`config.mk`:
```
export PLATFORM = sky130hd
export DESIGN_NAME = i2c_slave_motor_packet_handler_top
export DESIGN_NICKNAME = d
export VERILOG_FILES = /design/src/sv/ismp_pkg.sv /design/src/sv/ismp_rxbuf.sv /design/src/sv/ismp_ctrl.sv /design/src/sv/i2c_slave_motor_packet_handler_top.sv
export SDC_FILE = /design/constraint.sdc
export NUM_CORES = 1
export LEC_CHECK = 0
export BUFFER_PORTS_ARGS = -buffer_cell sky130_fd_sc_hd__buf_4
export CAP_MARGIN = 20
export CORE_ASPECT_RATIO = 0.8
export CORE_MARGIN = 2
export CORE_UTILIZATION = 56
export CTS_CLUSTER_SIZE = 16
export DETAILED_ROUTE_END_ITERATION = 16
export PLACE_DENSITY = 0.76
export SYNTH_ARGS = -nofsm -noshare
export SYNTH_HDL_FRONTEND = slang
export SYNTH_SLANG_ARGS = --single-unit
```
`constraint.sdc`:
```
create_clock -name clk_i -period 3.1 [get_ports clk_i]
set_input_delay 0 -clock clk_i [delete_from_list [all_inputs] [get_ports clk_i]]
set_output_delay 0 -clock clk_i [all_outputs]
set_load 0.05 [all_outputs]
```
`src/sv/ismp_pkg.sv`:
```
// Package for the I2C slave motor packet handler.
// Holds the word types, operation and error codes and shared constants.
// Has no dependencies; the design files use it by scoped names and the testbench imports it.
package ismp_pkg;

  // Default parameter values for the top level.
  localparam int NumMotorsDef = 4;
  localparam int RxBytesDef   = 16;

  // Number of motor slots that the two-bit motor field can address.
  localparam int MotorSlots = 4;

  // Widest receive buffer index (up to 64 bytes per motor).
  localparam int IdxMaxW = 6;

  // Status bits that mark an error in a sent status byte.
  localparam logic [7:0] StatusErrMask = 8'h78;

  typedef enum logic [2:0] {
    OP_START = 3'd0,
    OP_STOP  = 3'd1,
    OP_ADDR  = 3'd2,
    OP_WRITE = 3'd3,
    OP_READ  = 3'd4,
    OP_TAKEN = 3'd5,
    OP_BUFRD = 3'd6,
    OP_NONE  = 3'd7
  } op_e;

  typedef enum logic [1:0] {
    ERR_OVERFLOW = 2'd0,
    ERR_NOT_DONE = 2'd1,
    ERR_CLEAR    = 2'd2
  } err_e;

  // Configuration register indexes.
  typedef enum logic {
    CFG_VERSION   = 1'b0,
    CFG_TEST_CODE = 1'b1
  } cfg_e;

  typedef struct packed {
    logic [2:0]  op;
    logic [7:0]  bus_byte;
    logic        rd_not_write;
    logic        overflow;
    logic [1:0]  motor_sel;
    logic [4:0]  buf_index;
    logic [7:0]  state_byte;
    logic [15:0] cur_pos;
    logic [15:0] test_pos;
    logic        test_pos_pending;
  } in_word_t;

  typedef struct packed {
    logic       tx_valid;
    logic [7:0] tx_byte;
    logic       cmd_ready;
    logic [1:0] cmd_motor;
    logic [4:0] cmd_length;
    logic       err_valid;
    logic [1:0] err_code;
    logic [1:0] err_motor;
    logic [7:0] rd_data;
    logic       test_pos_taken;
  } out_word_t;

  // Receive buffer write request from the packet logic.
  typedef struct packed {
    logic               en;
    logic [1:0]         motor;
    logic [IdxMaxW-1:0] idx;
    logic [7:0]         data;
  } buf_wr_t;

endpackage

```
`src/sv/ismp_rxbuf.sv`:
```
// Receive buffer memory for all motors, one write and one read port.
// The read is registered and forwards a write to the same entry in that cycle.
// Depends on ismp_pkg.
module ismp_rxbuf #(
  parameter int MOTORS   = ismp_pkg::NumMotorsDef,
  parameter int RX_BYTES = ismp_pkg::RxBytesDef
) (
  input  logic                clk_i,
  input  logic                rst_ni,
  input  logic                rd_en_i,
  input  logic [1:0]          rd_motor_i,
  input  logic [4:0]          rd_index_i,
  input  ismp_pkg::buf_wr_t   wr_i,
  output logic [7:0]          rd_data_o
);

  localparam int Depth = MOTORS * RX_BYTES;
  localparam int AW    = (Depth > 1) ? $clog2(Depth) : 1;

  logic [7:0]    mem [Depth];
  logic [7:0]    rd_data_q;
  logic [6:0]    rd_off;
  logic          rd_ok;
  logic [AW-1:0] rd_addr;
  logic [AW-1:0] wr_addr;

  // Buffer index 1 is the first received byte.
  assign rd_off = 7'(rd_index_i) - 7'd1;
  assign rd_ok  = (3'(rd_motor_i) < 3'(MOTORS)) && (rd_index_i != 5'd0) &&
                  (7'(rd_index_i) <= 7'(RX_BYTES));
  assign rd_addr = rd_ok ? AW'(int'(rd_motor_i) * RX_BYTES + int'(rd_off)) : '0;
  assign wr_addr = AW'(int'(wr_i.motor) * RX_BYTES + int'(wr_i.idx));

  always_ff @(posedge clk_i) begin
    if (wr_i.en) begin
      mem[wr_addr] <= wr_i.data;
    end
  end

  always_ff @(posedge clk_i or negedge rst_ni) begin
    if (!rst_ni) begin
      rd_data_q <= 8'd0;
    end else if (rd_en_i) begin
      rd_data_q <= (wr_i.en && (wr_addr == rd_addr)) ? wr_i.data : mem[rd_addr];
    end
  end

  assign rd_data_o = rd_data_q;

endmodule

```
`src/sv/ismp_ctrl.sv`:
```
// Packet state and per-event result logic for the motor packet handler.
// Updates packet, send and per-motor command state when a word advances.
// Depends on ismp_pkg.
module ismp_ctrl #(
  parameter int MOTORS   = ismp_pkg::NumMotorsDef,
  parameter int RX_BYTES = ismp_pkg::RxBytesDef
) (
  input  logic                 clk_i,
  input  logic                 rst_ni,
  input  logic                 adv_i,
  input  ismp_pkg::in_word_t   word_i,
  input  logic [7:0]           buf_data_i,
  input  logic [7:0]           version_i,
  input  logic [7:0]           test_code_i,
  output ismp_pkg::out_word_t  res_o,
  output ismp_pkg::buf_wr_t    wr_o
);

  localparam int CW = $clog2(RX_BYTES + 1);

  logic          in_packet_q, in_packet_d;
  logic          for_us_q, for_us_d;
  logic [1:0]    pkt_motor_q, pkt_motor_d;
  logic [CW-1:0] recv_count_q, recv_count_d;
  logic [1:0]    send_count_q, send_count_d;
  logic [7:0]    send_bytes_q [3];
  logic [7:0]    send_bytes_d [3];
  logic          cmd_pend_q [ismp_pkg::MotorSlots];
  logic          cmd_pend_d [ismp_pkg::MotorSlots];
  logic [CW-1:0] rlen_q [ismp_pkg::MotorSlots];
  logic [CW-1:0] rlen_d [ismp_pkg::MotorSlots];

  logic [1:0]  addr_motor;
  logic        addr_ok;
  logic        sel_ok;
  logic [15:0] pos;
  logic [7:0]  status;

  assign addr_motor = word_i.bus_byte[2:1];
  assign addr_ok    = 3'(addr_motor) < 3'(MOTORS);
  assign sel_ok     = 3'(word_i.motor_sel) < 3'(MOTORS);
  assign pos        = word_i.test_pos_pending ? word_i.test_pos : word_i.cur_pos;
  assign status     = (word_i.test_pos_pending ? test_code_i : word_i.state_byte) |
                      version_i;

  always_comb begin
    in_packet_d  = in_packet_q;
    for_us_d     = for_us_q;
    pkt_motor_d  = pkt_motor_q;
    recv_count_d = recv_count_q;
    send_count_d = send_count_q;
    send_bytes_d = send_bytes_q;
    cmd_pend_d   = cmd_pend_q;
    rlen_d       = rlen_q;
    res_o        = '0;
    wr_o         = '0;

    case (ismp_pkg::op_e'(word_i.op))
      ismp_pkg::OP_START: begin
        if (!in_packet_q) begin
          recv_count_d = '0;
          send_count_d = 2'd1;
          in_packet_d  = 1'b1;
          for_us_d     = 1'b0;
        end
      end
      ismp_pkg::OP_STOP: begin
        in_packet_d = 1'b0;
        if (word_i.overflow) begin
          res_o.err_valid = 1'b1;
          res_o.err_code  = ismp_pkg::ERR_OVERFLOW;
          res_o.err_motor = pkt_motor_q;
        end else if (for_us_q) begin
          if (!word_i.rd_not_write) begin
            rlen_d[pkt_motor_q]     = recv_count_q;
            cmd_pend_d[pkt_motor_q] = 1'b1;
            res_o.cmd_ready  = 1'b1;
            res_o.cmd_motor  = pkt_motor_q;
            res_o.cmd_length = 5'(recv_count_q);
          end else if ((send_bytes_q[0] & ismp_pkg::StatusErrMask) != 8'd0) begin
            res_o.err_valid = 1'b1;
            res_o.err_code  = ismp_pkg::ERR_CLEAR;
            res_o.err_motor = pkt_motor_q;
          end
        end
      end
      ismp_pkg::OP_ADDR: begin
        if (addr_ok) begin
          for_us_d    = 1'b1;
          pkt_motor_d = addr_motor;
          if (word_i.rd_not_write) begin
            send_bytes_d[0] = status;
            send_bytes_d[1] = pos[15:8];
            send_bytes_d[2] = pos[7:0];
            res_o.tx_valid       = 1'b1;
            res_o.tx_byte        = status;
            res_o.test_pos_taken = word_i.test_pos_pending;
          end
        end else begin
          for_us_d = 1'b0;
        end
      end
      ismp_pkg::OP_WRITE: begin
        if (for_us_q && !word_i.rd_not_write) begin
          if (cmd_pend_q[pkt_motor_q]) begin
            res_o.err_valid = 1'b1;
            res_o.err_code  = ismp_pkg::ERR_NOT_DONE;
            res_o.err_motor = pkt_motor_q;
          end else if (recv_count_q < CW'(RX_BYTES)) begin
            wr_o.en      = adv_i;
            wr_o.motor   = pkt_motor_q;
            wr_o.idx     = ismp_pkg::IdxMaxW'(recv_count_q);
            wr_o.data    = word_i.bus_byte;
            recv_count_d = recv_count_q + CW'(1);
          end
        end
      end
      ismp_pkg::OP_READ: begin
        if (for_us_q && word_i.rd_not_write) begin
          res_o.tx_valid = 1'b1;
          if (send_count_q != 2'd3) begin
            res_o.tx_byte = send_bytes_q[send_count_q];
            send_count_d  = send_count_q + 2'd1;
          end
        end
      end
      ismp_pkg::OP_TAKEN: begin
        if (sel_ok) begin
          cmd_pend_d[word_i.motor_sel] = 1'b0;
        end
      end
      ismp_pkg::OP_BUFRD: begin
        if (sel_ok) begin
          if (word_i.buf_index == 5'd0) begin
            res_o.rd_data = 8'(rlen_q[word_i.motor_sel]);
          end else if (7'(word_i.buf_index) <= 7'(RX_BYTES)) begin
            res_o.rd_data = buf_data_i;
          end
        end
      end
      default: begin
      end
    endcase
  end

  always_ff @(posedge clk_i or negedge rst_ni) begin
    if (!rst_ni) begin
      in_packet_q  <= 1'b0;
      for_us_q     <= 1'b0;
      pkt_motor_q  <= 2'd0;
      recv_count_q <= '0;
      send_count_q <= 2'd0;
      send_bytes_q <= '{default: 8'd0};
      cmd_pend_q   <= '{default: 1'b0};
      rlen_q       <= '{default: '0};
    end else if (adv_i) begin
      in_packet_q  <= in_packet_d;
      for_us_q     <= for_us_d;
      pkt_motor_q  <= pkt_motor_d;
      recv_count_q <= recv_count_d;
      send_count_q <= send_count_d;
      send_bytes_q <= send_bytes_d;
      cmd_pend_q   <= cmd_pend_d;
      rlen_q       <= rlen_d;
    end
  end

endmodule

```
`src/sv/i2c_slave_motor_packet_handler_top.sv`:
```
// Top level of the I2C slave motor packet handler.
// Holds the handshakes, the input and result registers and the configuration.
// Depends on ismp_pkg, ismp_rxbuf and ismp_ctrl.
//
//   Channel   Direction  Handshake                      Payload
//   in        input      in_valid_i / in_ready_o        in_word_i  (ismp_pkg::in_word_t)
//   out       output     out_valid_o / out_ready_i      out_word_o (ismp_pkg::out_word_t)
//   cfg       input      cfg_we_i, no wait              cfg_idx_i, cfg_data_i
//
// Each accepted word gives exactly one result word, which passes through the input
// register and then the result register before it can be taken. One word per cycle
// is sustained while results are taken. Reset is asynchronous; it clears packet,
// command and configuration state and both valid flags, but not the receive buffer.
// An untaken result holds the input register, and the input stalls only once that
// register is also full.
module i2c_slave_motor_packet_handler_top #(
  parameter int MOTORS   = ismp_pkg::NumMotorsDef,
  parameter int RX_BYTES = ismp_pkg::RxBytesDef
) (
  input  logic                 clk_i,
  input  logic                 rst_ni,
  input  logic                 in_valid_i,
  output logic                 in_ready_o,
  input  ismp_pkg::in_word_t   in_word_i,
  output logic                 out_valid_o,
  input  logic                 out_ready_i,
  output ismp_pkg::out_word_t  out_word_o,
  input  logic                 cfg_we_i,
  input  logic                 cfg_idx_i,
  input  logic [7:0]           cfg_data_i
);

  // Configuration registers.
  logic [7:0] version_q;
  logic [7:0] test_code_q;

  // Input register (stage one) and result register.
  logic                 s1_v_q;
  ismp_pkg::in_word_t   s1_word_q;
  logic                 out_v_q;
  ismp_pkg::out_word_t  out_word_q;

  logic                 in_acc;
  logic                 s1_adv;
  logic [7:0]           buf_data;
  ismp_pkg::out_word_t  res;
  ismp_pkg::buf_wr_t    buf_wr;

  // The word in stage one moves on when the result register is free or drains.
  assign s1_adv     = s1_v_q && (!out_v_q || out_ready_i);
  assign in_ready_o = !s1_v_q || s1_adv;
  assign in_acc     = in_valid_i && in_ready_o;

  always_ff @(posedge clk_i or negedge rst_ni) begin
    if (!rst_ni) begin
      version_q   <= 8'd0;
      test_code_q <= 8'd0;
    end else if (cfg_we_i) begin
      case (ismp_pkg::cfg_e'(cfg_idx_i))
        ismp_pkg::CFG_VERSION:   version_q   <= cfg_data_i;
        ismp_pkg::CFG_TEST_CODE: test_code_q <= cfg_data_i;
        default: begin
        end
      endcase
    end
  end

  always_ff @(posedge clk_i or negedge rst_ni) begin
    if (!rst_ni) begin
      s1_v_q  <= 1'b0;
      out_v_q <= 1'b0;
    end else begin
      if (in_acc) begin
        s1_v_q <= 1'b1;
      end else if (s1_adv) begin
        s1_v_q <= 1'b0;
      end
      if (s1_adv) begin
        out_v_q <= 1'b1;
      end else if (out_ready_i) begin
        out_v_q <= 1'b0;
      end
    end
  end

  // Payload registers carry no reset.
  always_ff @(posedge clk_i) begin
    if (in_acc) begin
      s1_word_q <= in_word_i;
    end
    if (s1_adv) begin
      out_word_q <= res;
    end
  end

  // The buffer read is issued as the word enters stage one, so its data is
  // ready when the word is processed. A write by the word leaving stage one in
  // the same cycle is forwarded inside the buffer.
  ismp_rxbuf #(
    .MOTORS   (MOTORS),
    .RX_BYTES (RX_BYTES)
  ) u_rxbuf (
    .clk_i      (clk_i),
    .rst_ni     (rst_ni),
    .rd_en_i    (in_acc),
    .rd_motor_i (in_word_i.motor_sel),
    .rd_index_i (in_word_i.buf_index),
    .wr_i       (buf_wr),
    .rd_data_o  (buf_data)
  );

  ismp_ctrl #(
    .MOTORS   (MOTORS),
    .RX_BYTES (RX_BYTES)
  ) u_ctrl (
    .clk_i       (clk_i),
    .rst_ni      (rst_ni),
    .adv_i       (s1_adv),
    .word_i      (s1_word_q),
    .buf_data_i  (buf_data),
    .version_i   (version_q),
    .test_code_i (test_code_q),
    .res_o       (res),
    .wr_o        (buf_wr)
  );

  assign out_valid_o = out_v_q;
  assign out_word_o  = out_word_q;

  // A word that leaves stage one always shows up as a result.
  assert property (@(posedge clk_i) disable iff (!rst_ni) s1_adv |=> out_v_q)
    else $error("stage one advanced without a result");

  // An accepted word always occupies stage one in the next cycle.
  assert property (@(posedge clk_i) disable iff (!rst_ni) in_acc |=> s1_v_q)
    else $error("accepted word lost before stage one");

  // A result carries at most one kind of report.
  assert property (@(posedge clk_i) disable iff (!rst_ni)
    out_v_q |-> $onehot0({out_word_q.tx_valid, out_word_q.cmd_ready,
                          out_word_q.err_valid}))
    else $error("result mixes transmit, command and error reports");

  // The test position is only taken with a status byte sent.
  assert property (@(posedge clk_i) disable iff (!rst_ni)
    (out_v_q && out_word_q.test_pos_taken) |-> out_word_q.tx_valid)
    else $error("test position taken without a transmit byte");

  // The buffer is only written while a word leaves stage one.
  assert property (@(posedge clk_i) disable iff (!rst_ni) buf_wr.en |-> s1_adv)
    else $error("buffer write outside a stage one advance");

endmodule

```
# After elaboration in Yosys (flattened, before gate mapping)
# Memory sizes are Yosys's and may differ from the RTL's. A register that Yosys moved wholly into a read port is not among the register bits.
# Cells that the tools add are included.
op_classes:
  n_bitwise: 14
  order_cmp: 8
  mux: 59
  add_sub_neg: 5
  n_eq_ne: 16
  reduce_logical: 38
ops:
  columns: ["op", "count"]
  rows:
  - ["$mux 5", 15]
  - ["$mux 17", 4]
  - ["$mux 8", 5]
  - ["$bwmux 20", 1]
  - ["$pmux 5 s2", 2]
  - ["$mux 9", 2]
  - ["$pmux 9 s2", 1]
  - ["$bmux 8 s2", 1]
  - ["$mux 16", 1]
  - ["$reduce_and 5->1", 3]
  - ["$reduce_bool 2->1", 7]
  - ["$add 6x6->6", 2]
  - ["$mux 4", 3]
  - ["$mux 1", 11]
  - ["$bmux 5 s2", 1]
  - ["$demux 5 s2", 1]
  - ["$le 5x5->1 const B", 2]
  - ["$ne 2x1->1 const B", 5]
  - ["$ne 2x2->1 const B", 5]
  - ["$reduce_and 2->1", 5]
  - ["$eq 3x3->1 const B", 3]
  - ["$ge 3x3->1 const B", 3]
  - ["$not 2->3", 3]
  - ["$or 8x8->8", 1]
  - ["29 further kinds", 53]
word_totals:
  reg_bits: 169
  mem_count: 1
  word_cells: 182
  ramBits: 512
  input_bits: 75
memory_table:
  columns: ["memory", "depth", "width", "rd", "rd_clocked_by_memory_dff", "wr", "line_no", "text"]
  rows:
  - ["u_rxbuf.mem", 64, 8, 1, 1, 1, "ismp_rxbuf.sv:20", "logic [7:0] mem [Depth];"]

# Longest topological paths before layout
# Gate-level depths: netlist of run 1.
logic_depth:
  ltp_word: 10
  ltp_mapped: 14

# Hierarchy
# A second synthesis of run 1 with hierarchy kept.
unflattened:
  hier_cells: 1766
  area_unflattened_um2: 28424.8
by_module_without_submodules:
  columns: ["module", "area_per_inst_um2", "instances", "cells_each"]
  rows:
  - ["ismp_rxbuf", 21423.0, 1, 1275]
  - ["ismp_ctrl", 3508.4, 1, 356]
  - ["i2c_slave_motor_packet_handler_top", 3493.4, 1, 135]

# Worst setup path before layout of run 1
# Ideal clock, no wire load.
synth_timing:
  path_type: "reg2reg"
  from: "register u_ctrl.pkt_motor_q[1]"
  to: "memory u_rxbuf.mem[53][0] (enable)"
  period_less_slack_ps: 3043
  setup_time_ps: 395
  required_ps: 2705
  n_path_buf: 2
  path_slack_ps: 57
  arrival_ps: 2649
  stages_incl_launch_ff: 7
  cell_sequence: "dfrtp_1 > mux4_2 > nor4_4 > buf_2 > buf_4 > nand3_1 > nor4_1"
synth_between:
  elab_chain_len: 9
  word_cells_on_any_way: 11
  cone_classes: "1 x add/sub; 9 x mux; 1 x bitwise"
synth_lines:
  columns: ["element", "line_no", "text"]
  rows:
  - ["from (decl)", "ismp_ctrl.sv:23", "logic [1:0] pkt_motor_q, pkt_motor_d;"]
  - ["from (signal assigned)", "ismp_ctrl.sv:159", "pkt_motor_q <= pkt_motor_d;"]
  - ["$not 2->3 (implied by the code)", "ismp_ctrl.sv:105", "if (cmd_pend_q[pkt_motor_q]) begin"]
  - ["$bmux 1 s2", "ismp_ctrl.sv:105", null]
  - ["$mux 1 (implied by the code) (2 in series)", "ismp_ctrl.sv:105", null]
  - ["$mux 17 *", "ismp_ctrl.sv:105", null]
  - ["$mux 17 *", "ismp_ctrl.sv:104", "if (for_us_q && !word_i.rd_not_write) begin"]
  - ["$mux 17 *", "ismp_ctrl.sv:58", "case (ismp_pkg::op_e'(word_i.op))"]
  - ["parallel branches: the longest is 2 deep, another holds $add 6x6->6", null, null]
  - ["to (decl)", "ismp_rxbuf.sv:20", null]
# Every way passes the cells marked *. The select of a mux whose other input is x is not followed.

# Final worst setup path of run 1
layout_timing:
  from: "register u_ctrl.pkt_motor_q[1]"
  to: "memory u_rxbuf.mem[24][6] (enable)"
# The elaborated chain is that of the path after synthesis.

==> reports/metrics.cfg, run 1 <==
[floorplanning]
start_util_pct=56.59
ios=108
die_w_um=254.3
rows=73
die_h_um=204.2
core_um2=49600
die_area_um2=51930

[global_route]
grt_usage_pct=29.40
grt_overflow=0
grt_first_pass_wirelength_mm=111.3
antenna_found_initial=1
grt_pass1_vias=17280
grt_max_degree=100

[power_and_ir_drop]
ir_worst_vdd_mv=0.3713
finalPower_w=0.02146
p_per_area_nw_per_um2=638.0
p_leak_nw=12.15

[worst_setup_path]
startpoint_type=flip-flop
critPathKind=reg2reg
required_ps=3330
arrival_ps=3260
reg2reg_depth=5
path_max_fanout=8
end_kind=flip-flop

[detailed_routing]
vias_per_cell=6.376
drc=0
via_count=17440
first_pass_iters=8
wirelength_mm=75.30
wl_per_cell_um=27.52
ant_nets=0
drt_iter0_drc=2361

[timing]
finalSetupViolCount=0
max_freq_mhz=331.0
fin_crit_ps=3021
maxSlewViolCount=0
rsz0062_at_grt=no
timing_hold_violations_final=0
min_period_over_period_pct=97.45
relSlewSlack_pct=42.66
final.setup_skew_ps=32.89
final.setup.worst_slack_ps=78.97
finalSetupTns_ps=0
tightestPinTransition_ps=860.1

[cells_and_area]
multi_input_area_um2=7293
area_delta_synth_final_pct=19.87
seq_area_um2=20260
nNetsFinal=2091
antenna_cells=0
fillCellCount=3172
drive_gt1_share_pct=25.86

[yosys]
ys_seq_area_share_pct=72.21
synth_edf_count=604
synth_cells=1701
synth_cell_types=74
synthFlopType=edfxtp_1
ys_async_sr_fraction_pct=12.34
synth_seq_cells=689
avgSynthCellArea_um2=16.50
synth_nets=1786
mappedNetlistArea_um2=28060
ys_warn_count=0
synth_area_leaders=edfxtp_1 (65%), dfrtp_1 (7.6%), mux4_2 (6.2%), mux2_2 (3.0%), mux2i_1 (2.3%)
yosysTopAreaCellShare_pct=64.63
yosys.area.top_type=edfxtp_1

[placed_design]
place_ws_ps=71.76
portBuffers=107
hpwl_mm=46.75
place_congestion=0.9643

[clock_network]
path_clk_slew_ps=70
clk_latency_ps=620
cts_root_buffer=clkbuf_16
cts_max_path_buffers=3
cts_tree=done
cts_made_buffers=68
htree_levels=3
cts.sink_count=689

[hold_path]
hold_depth=3
hold_class=in2reg

[outcome]
status=complete, no violations

[flow_run]
drv_cap=0

sequential cells by signal (all words and copies together), names as in the netlist:
| register | count |
|---|---|
| out_valid_o | 1 |
| out_word_o | 31 |
| s1_v_q | 1 |
| s1_word_q | 61 |
| test_code_q | 8 |
| u_ctrl.cmd_pend_q | 4 |
| u_ctrl.for_us_q | 1 |
| u_ctrl.in_packet_q | 1 |
| u_ctrl.pkt_motor_q | 2 |
| u_ctrl.recv_count_q | 5 |
| u_ctrl.rlen_q | 20 |
| u_ctrl.send_bytes_q | 24 |
| u_ctrl.send_count_q | 2 |
| u_rxbuf.mem | 512 |
| u_rxbuf.rd_data_o | 8 |
| version_q | 8 |
power breakdown:
part | total [W] | internal, W | switching, W
combinational | 0.00244 | 0.000973 | 0.00147
sequential | 0.0107 | 0.0103 | 0.000347
clock | 0.00833 | 0.00481 | 0.00352
through the flow:
step | cell area [um2] | hold WS, ps | util, % | cells
floorplan | 28060 | -295.6 | - | 1701
global placement | 30600 | 178.1 | 61.69 | 2534
detailed placement | 30600 | 179.3 | 61.69 | 2534
CTS | 33600 | 5.161 | 67.74 | 2734
global route | 33640 | 51.29 | 67.83 | 2736
finish | 33640 | 46.02 | 67.83 | 2736
final timing paths:
path,from,endpoint,slack [ps]
worst max register to register,u_ctrl.pkt_motor_q[1]$_DFFE_PN0P_,u_rxbuf.mem[24][6]$_DFFE_PP_,80
min in group asynchronous,rst_ni,u_ctrl.rlen_q[6]$_DFFE_PN0P_,380
worst max-delay path,u_ctrl.pkt_motor_q[1]$_DFFE_PN0P_,u_rxbuf.mem[24][6]$_DFFE_PP_,80
max in group asynchronous,rst_ni,u_ctrl.send_bytes_q[15]$_DFFE_PN0P_,2070
worst min-delay path,cfg_we_i,test_code_q[5]$_DFFE_PN0P_,50
worst min register to register,u_ctrl.send_bytes_q[2]$_DFFE_PN0P_,u_ctrl.send_bytes_q[2]$_DFFE_PN0P_,490
critical path: stages, from the launching register on:
cell and delay, ps:
dfrtp_1 380, mux4_2 570, nor4_4 380, and2_0 380
nand2b_1 250, nor2_1 700
timing repair:
item                                   4_1_cts  5_1_grt
setup endpoints to repair                    0       19
setup buffers                                0        0
hold buffers                                75        1
gates resized for setup                      0        1
endpoints found under the hold margin      163       20
cells in the mapped netlist, drive strengths merged (8+ instances only):
cell type	instances
a31oi	9
o21ai	80
a22o	17
o2111ai	13
edfxtp	604
nor3	11
nand4	33
nor2	126
ha	9
nand2	76
o22ai	10
mux2	74
nand2b	10
o211ai	26
nor4	9
a21oi	44
inv	26
mux2i	64
o31a	13
a22oi	11
nand3	16
a211o	14
clkbuf	57
nor2b	8
dfrtp	85
and2	22
o21bai	10
a21o	12
buf	40
a2bb2oi	8
mux4	77
cells by family after synthesis:
family                   count (synthesis)  synth area share [%]
flip-flops                             689                 72.21
AND/OR/NAND/NOR                        337                 5.809
AO/OA/AOI/OAI                          313                 7.762
multiplexers                           215                 11.43
buffers and inverters                  125                 1.944
XOR/XNOR                                12                0.3745
adder cells (fa/ha/maj)                 10                0.4726
layout make-up:
| cell class | instances | share of cell area, % |
|---|---|---|
| inverter | 28 | 0.3124 |
| timing repair buffer | 332 | 8.566 |
| sequential | 689 | 60.24 |
| tap | 675 | 2.511 |
| multi-input combinational | 887 | 21.68 |
| clock inverter | 33 | 0.9670 |
| clock buffer | 92 | 5.724 |
metal layers:
layer  GRT usage (%)  routed length [um]  vias to the layer above
li1                -                   -                     7337
met1           43.37               30930                     9046
met2           43.95               34990                      924
met3           7.361                7513                      137
met4           8.319                1860                        0
met5               0                   0                        -
cell usage in the layout (no fill, tap or decap), types with 33 or more instances in the layout:
| master | instances |
|---|---|
| nor2_1 | 125 |
| mux2i_1 | 64 |
| buf_4 | 240 |
| a21oi_1 | 44 |
| mux2_2 | 74 |
| clkbuf_16 | 71 |
| o21ai_0 | 79 |
| dfrtp_1 | 85 |
| nand2_1 | 75 |
| nand4_1 | 33 |
| dlygate4sd3_1 | 76 |
| edfxtp_1 | 604 |
| mux4_2 | 77 |
No activity file was read; power rests on OpenSTA's default activity.
==> run 2: changes to the inputs <==
--- a/config.mk
+++ b/config.mk
@@ -12,7 +12,9 @@
 export CORE_UTILIZATION = 56
 export CTS_CLUSTER_SIZE = 16
 export DETAILED_ROUTE_END_ITERATION = 16
+export MAX_ROUTING_LAYER = met4
 export PLACE_DENSITY = 0.76
 export SYNTH_ARGS = -nofsm -noshare
 export SYNTH_HDL_FRONTEND = slang
 export SYNTH_SLANG_ARGS = --single-unit
+export TNS_END_PERCENT = 10
==> reports/metrics.cfg, run 2 (synthesis gave the netlist of run 1 again) <==
[timing]
max_freq_mhz=326.2  ; -1.4%
tightestPinTransition_ps=847.9  ; -12.19 ps
min_period_over_period_pct=98.88  ; +1.4 points
timing_hold_violations_final=0  ; unchanged
rsz0062_at_grt=yes
final.setup_skew_ps=20.96  ; -11.93 ps
fin_crit_ps=3065  ; +44.28 ps
maxSlewViolCount=0  ; unchanged
finalSetupViolCount=0  ; unchanged
finalHoldWorstSlack_ps=75.59  ; +29.57 ps
relSlewSlack_pct=43.36  ; +0.70 points

[flow_run]
drv_cap=0  ; unchanged

[detailed_routing]
via_count=17480  ; +0.22%
drt_iter0_drc=2572  ; +8.9%
wirelength_mm=75.17  ; -0.16%
vias_per_cell=6.371  ; about the same
first_pass_iters=6  ; -2
ant_nets=0  ; unchanged
wl_per_cell_um=27.40  ; -0.45%
drc=0  ; unchanged

[floorplanning]
rows=73  ; unchanged
ios=108  ; unchanged
start_util_pct=56.59  ; unchanged
die_h_um=204.2  ; unchanged
die_area_um2=51930  ; unchanged
die_w_um=254.3  ; unchanged
core_um2=49600  ; unchanged

[global_route]
grt_max_degree=86  ; -14%
grt_pass1_vias=16930  ; -2.0%
grt_first_pass_wirelength_mm=110.5  ; -0.73%
grt_overflow=0  ; unchanged
antenna_found_initial=2  ; +1
grt_usage_pct=30.21  ; +0.81 points

[placed_design]
hpwl_mm=47.85  ; +2.4%
place_congestion=0.9737  ; +0.97%
portBuffers=107  ; unchanged
dp.cells=2537  ; +0.12%

[clock_network]
path_clk_slew_ps=70  ; about the same
clk_latency_ps=620  ; about the same
htree_levels=3  ; unchanged
cts.sink_count=689  ; unchanged
cts_root_buffer=clkbuf_16
cts_tree=done
cts_max_path_buffers=3  ; unchanged
cts_made_buffers=67  ; -1.5%

[power_and_ir_drop]
p_per_area_nw_per_um2=627.7  ; -1.6%
ir_worst_vdd_mv=0.3921  ; +5.6%
finalPower_w=0.02116  ; -1.4%
p_leak_nw=12.16  ; about the same

[worst_setup_path]
critPathKind=reg2reg
path_max_fanout=8  ; unchanged
arrival_ps=3370  ; +110 ps
end_kind=flip-flop
startpoint_type=flip-flop
regToRegSetupSlack_ps=30  ; -40 ps
required_ps=3410  ; +80 ps

[cells_and_area]
layout_commonest_cell=edfxtp_1
final_cell_mix=edfxtp_1 (604), buf_4 (240), nor2_1 (123)
drive_gt1_share_pct=26.26  ; +0.40 points
stdcell_count=2744  ; +0.29%
seq_area_um2=20260  ; unchanged
fillCellCount=3108  ; -2.0%
nNetsFinal=2098  ; +0.33%
fin_util_pct=67.96  ; +0.13 points
multi_input_area_um2=7322  ; +0.39%
area_delta_synth_final_pct=20.09
largest_reg_flops=512  ; unchanged
regMostFlops=u_rxbuf.mem

[outcome]
status=complete, no violations

[hold_path]
hold_class=in2reg

## run 2: cell types whose count changed in the layout (fill, tap and decap cells not counted), moves of 2 or more
cell | previous run | this run
buf_12 | 14 | 20
bufinv_16 | 5 | 3
clkbuf_1 | 14 | 21
clkbuf_8 | 7 | 5
clkinv_1 | 13 | 9
clkinv_2 | 7 | 9
nor2_1 | 125 | 123
nor2_2 | 1 | 3
nor3_1 | 10 | 8
## run 2: worst max-delay path, cell delays in order (launching register included)
cell	delay (ps)
dfrtp_1	370
mux4_2	570
nor4_4	440
nor2b_1	440
nand2_1	460
nor2_1	260
buf_4	220
## run 2: metrics by stage
stage                     TNS, ps  instance area, um2  setup WS, ps
after detailed placement   -71.63               30670        -71.63
after CTS                       0               33550         14.73
after global routing       -95.29               33700        -39.81
final                           0               33700         34.69
after floorplan                 0               28060         56.70
after global placement     -11.24               30670        -11.24
## run 2: report_power, final
part	leakage, nW	switching (W)	internal [W]
registers	6.81	0.000343	0.0103
clock network	1.03	0.00347	0.00451
logic	4.32	0.00149	0.00101
total	12.2	0.00530	0.0159
## run 2: worst paths after layout
kind,endpoint,from,cells after the start
max,u_rxbuf.mem[42][3]$_DFFE_PP_,u_ctrl.pkt_motor_q[1]$_DFFE_PN0P_,6
min,version_q[0]$_DFFE_PN0P_,cfg_we_i,3
max reg2reg,u_rxbuf.mem[42][3]$_DFFE_PP_,u_ctrl.pkt_motor_q[1]$_DFFE_PN0P_,6
min reg2reg,u_ctrl.send_bytes_q[12]$_DFFE_PN0P_,u_ctrl.send_bytes_q[12]$_DFFE_PN0P_,2
max in group asynchronous,u_ctrl.send_bytes_q[15]$_DFFE_PN0P_,rst_ni,4
min in group asynchronous,out_valid_o$_DFFE_PN0P_,rst_ni,3
## run 2: layout make-up
type	instances	share of cell area [%]
well taps	675	2.506
clock buffers	95	5.561
inverters	28	0.3118
multi-input cells	887	21.72
diodes	1	0.007425
repair buffers	340	8.995
clock inverters	29	0.7685
flip-flops and latches	689	60.13
## run 2: layer usage
layer	GRT usage, %	wire length [um]	vias to the layer above
met5	-	0	-
met2	43.25	34140	1083
li1	-	-	7352
met4	8.529	2190	0
met1	43.80	30500	8862
met3	7.119	8338	185
## run 2: timing repair
item / CTS / global route
endpoints found under the setup margin: 0 / 57
setup buffers: 0 / 4
resized for setup: 0 / 11
hold endpoints to repair: 163 / 23
hold buffers: 75 / 1
